--- config.mk ---
export PLATFORM = sky130hd
export DESIGN_NAME = ppac_ram
export DESIGN_NICKNAME = d
export VERILOG_FILES = /design/src/hw/rtl/ppac_ram.sv
export SDC_FILE = /design/constraint.sdc
export NUM_CORES = 1
export LEC_CHECK = 0
export BUFFER_PORTS_ARGS = -buffer_cell sky130_fd_sc_hd__clkbuf_2
export CAP_MARGIN = 15
export CELL_PAD_IN_SITES_DETAIL_PLACEMENT = 1
export CELL_PAD_IN_SITES_GLOBAL_PLACEMENT = 1
export CORE_MARGIN = 10
export CORE_UTILIZATION = 54
export CTS_CLUSTER_SIZE = 14
export DETAILED_ROUTE_END_ITERATION = 16
export PLACE_DENSITY_LB_ADDON = 0.1
export SETUP_SLACK_MARGIN = 0.02
export SLEW_MARGIN = 20
export SYNTH_ARGS = -nofsm -noshare
export SYNTH_HDL_FRONTEND = slang
export SYNTH_SLANG_ARGS = --single-unit
export TNS_END_PERCENT = 1
--- constraint.sdc ---
create_clock -name clk -period 3 [get_ports clk]
set_clock_uncertainty 0.05 [all_clocks]
set_input_delay 0.15 -clock clk [delete_from_list [all_inputs] [get_ports clk]]
set_output_delay 0.15 -clock clk [all_outputs]
set_load 0.005 [all_outputs]
--- src/hw/rtl/ppac_ram.sv ---
// ----------------------------------------------------------------------------
// Generic single-port RAM
// One write and one read of the same address per cycle, with registered read data.
// ----------------------------------------------------------------------------
module ppac_ram #(
  parameter int WIDTH = 8,
  parameter int DEPTH = 64
) (
  input  logic                     clk,
  input  logic                     we,
  input  logic [$clog2(DEPTH)-1:0] addr,
  input  logic [WIDTH-1:0]         wdata,
  output logic [WIDTH-1:0]         rdata
);

  logic [WIDTH-1:0] mem [DEPTH];

  always_ff @(posedge clk) begin
    if (we) begin
      mem[addr] <= wdata;
    end
    rdata <= mem[addr];
  end

endmodule

==> results of run 1 <==
## worst min path at each step
stage	to	depth (start not counted)	slack, ps	startpoint
after CTS	mem[37][6]	1	70	wdata[6]
after floorplan	mem[0][0]	0	200	wdata[0]
after global placement	rdata[0]	1	480	rdata[0]
final	mem[38][6]	1	80	wdata[6]
after global routing	mem[39][6]	1	80	wdata[6]
after detailed placement	rdata[0]	1	490	rdata[0]
## layer usage
metal	share of wire	vias to the layer above
met5	0.00068	-
met4	0.035	6
met3	0.095	122
met2	0.46	594
met1	0.40	6329
li1	-	5053
## cells in the mapped netlist, types with 10 or more instances
cell type / instances / area share
buf_2: 30 / 0.0073
nand3b_1: 12 / 0.0044
a221o_1: 11 / 0.0054
nor2_1: 82 / 0.015
a22o_1: 10 / 0.0043
nand2b_1: 24 / 0.0073
mux2i_1: 63 / 0.031
edfxtp_1: 512 / 0.75
a221oi_1: 21 / 0.0090
o22ai_1: 22 / 0.0067
clkbuf_1: 36 / 0.0066
a31oi_1: 15 / 0.0046
mux4_2: 41 / 0.045
a21oi_1: 28 / 0.0069
nand2_1: 45 / 0.0083
a22oi_1: 40 / 0.015
o22a_1: 11 / 0.0047
## worst max-delay path, cell delays in order (launching register included)
cell and delay, ps:
edfxtp_1 370, mux2_1 300, mux4_2 470, o21ai_1 200
o2111ai_1 230, or4b_1 550
## final cells by class
type,count,area [um^2]
clock inverters,32,242.7
multi-input cells,567,4514
clock buffers,64,1368
inverters,3,11.26
diodes,1,2.502
well taps,511,639.4
repair buffers,169,1272
flip-flops and latches,520,15530
fillers,3304,13900
## flip-flops by register name, summed over array words and instances, names as in the netlist
signal	count
rdata	8
mem	512
## metrics by stage
| stage | hold slack, ps | cell area (um^2) |
|---|---|---|
| global placement | 483.5 | 21970 |
| detailed placement | 487.5 | 21970 |
| finish | 76.23 | 23590 |
| global route | 80.32 | 23580 |
| floorplan | 198.9 | 20450 |
| CTS | 72.14 | 23580 |
## cell families (layout without fill, tap and decap cells)
group / count (synthesis) / count (layout) / synth area share
DFF: 520 / 520 / 0.7597
and+or+nand+nor: 229 / 229 / 0.05715
AOI/OAI and AO/OA: 222 / 222 / 0.08076
muxes: 116 / 116 / 0.08260
buffers and inverters: 84 / 268 / 0.01982
other: 0 / 1 / 0
## power groups by stage
stage / Combinational, mW / Sequential (mW) / Clock (mW)
2_1_floorplan: 0.436 / 8.21 / 0
3_3_place_gp: 0.857 / 8.22 / 0
3_5_place_dp: 0.882 / 8.23 / 0
4_1_cts: 0.889 / 8.07 / 6.31
5_1_grt: 0.948 / 8.07 / 6.62
6_report: 0.896 / 8.07 / 6.24
## cell usage in the layout, fill, tap and decap left out, drive strengths merged, types with 7 or more instances in the layout
cell,netlist,routed
edfxtp,512,512
buf,45,152
nor2,82,82
clkbuf,36,81
mux2i,63,63
nand2,45,45
mux4,41,41
a22oi,40,40
a21oi,28,28
nand2b,24,24
o22ai,22,22
clkinv,0,22
a221oi,21,21
a31oi,15,15
nand3b,12,12
mux2,12,12
o22a,11,11
a221o,11,11
o21ai,11,11
a22o,10,10
and2,10,10
and3,9,9
o221ai,9,9
nand3,8,8
dfxtp,8,8
nor2b,8,8
o2bb2ai,7,7
a32oi,7,7
==> flow_metrics.env, run 1 <==
export IMPL_status="finished clean"
export IMPL_crit_type="register to register"
export IMPL_synthArstFlopShare=0
export IMPL_htreeDepth=2
export IMPL_power_mw=15.21
export IMPL_grt_pass1_vias=12460
export IMPL_synth_top_flop_cell="edfxtp_1"
export IMPL_rrSetupSlack_ps=710
export IMPL_fin_util=0.6291
export IMPL_post_route_drc_count=0
export IMPL_cts_setup_buffers=0
export IMPL_grt_busiest_layer="met2"
export IMPL_grtUsageMet1=0.3509
export IMPL_rows=71
export IMPL_cts_tree="done"
export IMPL_max_cap_violations=0
export IMPL_crit_end="rdata[7]"
export IMPL_cp_data_required_time_ps=3430
export IMPL_synth_seq_cells=520
export IMPL_tns_ps=0
export IMPL_drt_iter0_markers=1240
export IMPL_core_area_um2=37490
export IMPL_synth_cell_types=56
export IMPL_antenna_found_initial=3
export IMPL_syn_to_final_growth_pct=15.33
export IMPL_p_leak_nw=7.844
export IMPL_wl_mm=58.60
export IMPL_path_clk_slew_ps=60
export IMPL_syn_num_nets=1187
export IMPL_dp_hpwl_mm=37.51
export IMPL_antenna_left=0
export IMPL_worstReg2RegStart="mem[6][7]"
export IMPL_post_route_min_period_ps=2290
export IMPL_seq_power_share=0.531
export IMPL_globalRouteMet2Util=0.3882
export IMPL_vdd_ir_drop_max_mv=0.5029
export IMPL_maxSlewHeadroom=0.2902
export IMPL_reg2regPathDepth=5
export IMPL_die_area_um2=46050
export IMPL_io_pins=24
export IMPL_grt_usage=0.2543
export IMPL_cp_startpoint="mem[6][7]"
export IMPL_grt_use_met3=0.05797
export IMPL_synthCells=1171
export IMPL_ys_warnings_count=0
export IMPL_power_frac_clock=0.410
export IMPL_finalCritPeriodShare=0.7634
export IMPL_grt_pass1_wl_mm=86.26
export IMPL_cts_resized=0
export IMPL_dp_worst_setup_slack_ps=229.5
export IMPL_via_count=12100
export IMPL_final_max_slew_viol_count=0
export IMPL_cts_root_buffer="clkbuf_16"
export IMPL_fin_cells=1867
export IMPL_hold_buffers=0
export IMPL_worstPathMaxFanout=1
export IMPL_cts_inserted_buffers=52
export IMPL_worst_slew_pin_slew_ps=1065
export IMPL_cp_end_kind="register"
export IMPL_p_sw_frac=0.2215
export IMPL_combPwrFrac=0.059
export IMPL_syn_area_per_cell_um2=17.46
export IMPL_rsz0062_at_grt="false"
export IMPL_dp_cells=1770
export IMPL_intPower_mw=11.84
export IMPL_dieWidth_um=214.6
export IMPL_wl_per_cell_um=31.39
export IMPL_setup_slack_ps=709.9
export IMPL_r2r_end="rdata[7]"
export IMPL_cts_max_path_buffers=3
export IMPL_synth_area_um2=20450
export IMPL_clock_sinks=520
export IMPL_die_y_um=214.6
export IMPL_crit_arrival_ps=2720
export IMPL_drtPass1Iterations=8
export IMPL_worstSkewPairLatency_ps=610
export IMPL_yosysSeqAreaShare=0.7597
export IMPL_synth_edff_count=512
export IMPL_p_per_area_nw_per_um2=644.8
export IMPL_hold_class="input pin to register"
export IMPL_start_kind="register"
export IMPL_power_switching_mw=3.368
export IMPL_drive_gt1_frac=0.2221
export IMPL_grt_max_degree=65
export IMPL_io_buffers=23
export IMPL_finalSetupViolCount=0
export IMPL_grt_overflow_total=0
export IMPL_initial_core_util=0.5455
export IMPL_viasPerCell=6.483
export IMPL_nets=1329
export IMPL_hold_viol=0
export IMPL_fmax_mhz=436.7
export IMPL_place_congestion=0.8841
Note: power is estimated with default switching activity, not from simulation.
==> inputs of run 2 (changes only) <==
ABC_AREA = 1   (was unset)
CORE_UTILIZATION = 45   (was 54)
clock period = 2.1 ns   (was 3 ns; I/O delays follow)
==> flow_metrics.env, run 2 <==
export IMPL_drive_gt1_frac=0.1115
export IMPL_synth_area_leaders="edfxtp_1 70%, nand2_1 24%, nor2_1 1.5%"
export IMPL_maxSlewHeadroom=0.6338
export IMPL_n_antenna_cell=0
export IMPL_finalSetupViolCount=0
export IMPL_whs_path_depth=7
export IMPL_synth_area_um2=22040
export IMPL_grt_pass1_wl_mm=96.10
export IMPL_cp_startpoint="mem[42][5]"
export IMPL_wl_mm=62.14
export IMPL_dp_hpwl_mm=38.70
export IMPL_drt_met1_wl_mm=27.59
export IMPL_place_congestion=0.8425
export IMPL_worstSkewPairLatency_ps=620
export IMPL_path_buf_inv=0
export IMPL_power_mw=22.67
export IMPL_yosysSeqAreaShare=0.7047
export IMPL_synth_commonest_cells="1384 x nand2_1, 512 x edfxtp_1, 87 x nor2_1"
export IMPL_cpMostUsedCell="nand2_1"
export IMPL_dieWidth_um=241.3
export IMPL_nFillCells=5382
export IMPL_grt_overflow_total=0
export IMPL_final_max_slew_viol_count=0
export IMPL_synthArstFlopShare=0
export IMPL_crit_end="rdata[5]"
export IMPL_core_area_um2=48650
export IMPL_critical_path_top_delay_family="simple AND/OR/NAND/NOR gates"
export IMPL_synth_cell_types=22
export IMPL_antenna_found_initial=0
export IMPL_synth_top_cell_by_area="edfxtp_1"
export IMPL_worst_slew_pin_slew_ps=549.3
export IMPL_grt_max_degree=73
export IMPL_wl_per_cell_um=20.98
export IMPL_cts_root_buffer="clkbuf_16"
export IMPL_wl_met3_mm=2.623
export IMPL_cp_cell_sequence="nand2_1 > nand2_1 > nand2_1 > nand2_1 > nand2_1 > nand2_1 > nand2_1 > nand2_1 > nor2_1 > nand2_1"
export IMPL_grt_pass1_vias=16270
export IMPL_tns_ps=0
export IMPL_post_route_min_period_ps=1656
export IMPL_die_y_um=241.3
export IMPL_via_count=15310
export IMPL_nets=2312
export IMPL_initial_core_util=0.4532
export IMPL_post_route_drc_count=0
export IMPL_worst_path_stages=10
export IMPL_drt_iter0_markers=1056
export IMPL_synth_top_flop_cell="edfxtp_1"
export IMPL_ys_warnings_count=0
export IMPL_fmax_mhz=603.9
export IMPL_crit_arrival_ps=2100
export IMPL_path_clk_slew_ps=60
export IMPL_r2r_end="rdata[5]"
export IMPL_synth_seq_cells=520
export IMPL_p_per_area_nw_per_um2=886.7
export IMPL_hold_class="input pin to register"
export IMPL_routed_top_layer="met4"
export IMPL_design_area_um2=25570
export IMPL_largest_register="mem"
export IMPL_final_cell_mix="1384 x nand2_1, 512 x edfxtp_1, 121 x buf_4"
export IMPL_postPlaceCellArea_um2=23720
export IMPL_top_regs="mem: 512 flops, rdata: 8 flops"
export IMPL_syn_area_per_cell_um2=10.17
export IMPL_rows=81
export IMPL_cp_data_required_time_ps=2540
export IMPL_rsz0062_at_grt="false"
export IMPL_largest_register_ffs=512
export IMPL_cpPeakStageDelay_ps=380
export IMPL_worstReg2RegStart="mem[42][5]"
export IMPL_synthCells=2167
export IMPL_cts_max_path_buffers=3
export IMPL_hold_viol=0
export IMPL_max_cap_violations=0
export IMPL_synth_edff_count=512
export IMPL_cp_end_kind="register"
export IMPL_clock_sinks=520
export IMPL_worstPathMaxFanout=1
export IMPL_syn_to_final_growth_pct=15.98
export IMPL_synth_top_area_frac=0.6974
export IMPL_grt_usage=0.2189
export IMPL_critPathSlowestCell="edfxtp_1"
export IMPL_start_kind="register"
export IMPL_die_area_um2=58240
export IMPL_cts_tree="done"
export IMPL_final_common_cell="nand2_1"
export IMPL_htreeDepth=2
export IMPL_io_buffers=23
export IMPL_fin_util=0.5256
export IMPL_crit_type="register to register"
export IMPL_drtPass1Iterations=7
export IMPL_syn_num_nets=2183
export IMPL_synth_most_common_cell="nand2_1"
export IMPL_status="finished clean"
export IMPL_hold_ws_ps=74.12
export IMPL_vdd_ir_drop_max_mv=0.7493
export IMPL_viasPerCell=5.170
export IMPL_p_leak_nw=10.80
export IMPL_rrSetupSlack_ps=440
export IMPL_finalCritPeriodShare=0.7885
export IMPL_reg2regPathDepth=10
export IMPL_io_pins=24
export IMPL_cts_inserted_buffers=55
export IMPL_antenna_left=0
export IMPL_dr_wl_met2_mm=30.18
[run 2: cell types whose count changed after synthesis, sizes merged, moves of 28 or more]
cell	before	now
nand2	45	1384
mux2i	63	0
mux4	41	0
a22oi	40	0
buf	45	78
a21oi	28	0
[run 2: per-layer routing]
layer	GRT usage	vias up
li1	-	7258
met2	0.3725	266
met3	0.03662	99
met1	0.2824	7690
met5	0	-
met4	0.06687	0
[run 2: power by group]
group	internal (mW)	total (mW)	switching [mW]
Clock	5.62	9.63	4.01
Combinational	0.427	1.51	1.08
Sequential	11.5	11.5	0.0469
[run 2: worst min-delay path by stage]
stage	start	endpoint	slack (ps)
3_5_place_dp	rdata[0]	rdata[0]	490
3_3_place_gp	rdata[7]	rdata[7]	490
6_report	addr[0]	rdata[6]	70
4_1_cts	addr[0]	rdata[6]	30
2_1_floorplan	wdata[0]	mem[0][0]	150
5_1_grt	addr[0]	rdata[6]	130
[run 2: kinds of logic (layout without fill, tap and decap cells)]
group                  after synthesis  after routing  synth area share
and+or+nand+nor                   1504           1504            0.2605
DFF                                520            520            0.7047
AOI/OAI and AO/OA                   12             12          0.003292
buffers and inverters              131            304           0.03156
[run 2: repair_timing]
| action | 4_1_cts | 5_1_grt |
|---|---|---|
| hold buffers | 8 | 0 |
| hold endpoints to repair | 507 | 0 |
| gates resized for setup | 0 | 0 |
| setup buffers | 0 | 0 |
[run 2: final cells by class]
| type | instances | area [um^2] | share of cell area |
|---|---|---|---|
| sequential | 520 | 15530 | 0.6076 |
| clock inverter | 32 | 322.8 | 0.01263 |
| timing repair buffer | 173 | 1548 | 0.06053 |
| tap | 622 | 778.2 | 0.03044 |
| multi-input combinational | 1516 | 5814 | 0.2274 |
| clock buffer | 69 | 1450 | 0.05672 |
| inverter | 30 | 120.1 | 0.004698 |
[run 2: worst min-delay path, cell delays in order]
cell and delay [ps]:
clkbuf_8 180, o211ai_1 130, nand2_1 70, o21ai_1 70, nand2_1 60, nor2_1 40
nand2_1 50
[run 2: through the flow]
| step | cells | setup slack [ps] |
|---|---|---|
| after floorplan | 2167 | -23.58 |
| after global placement | 2853 | 72.73 |
| after detailed placement | 2853 | 26.68 |
| after CTS | 2962 | 464.3 |
| after global routing | 2962 | 400.2 |
| final | 2962 | 444.2 |
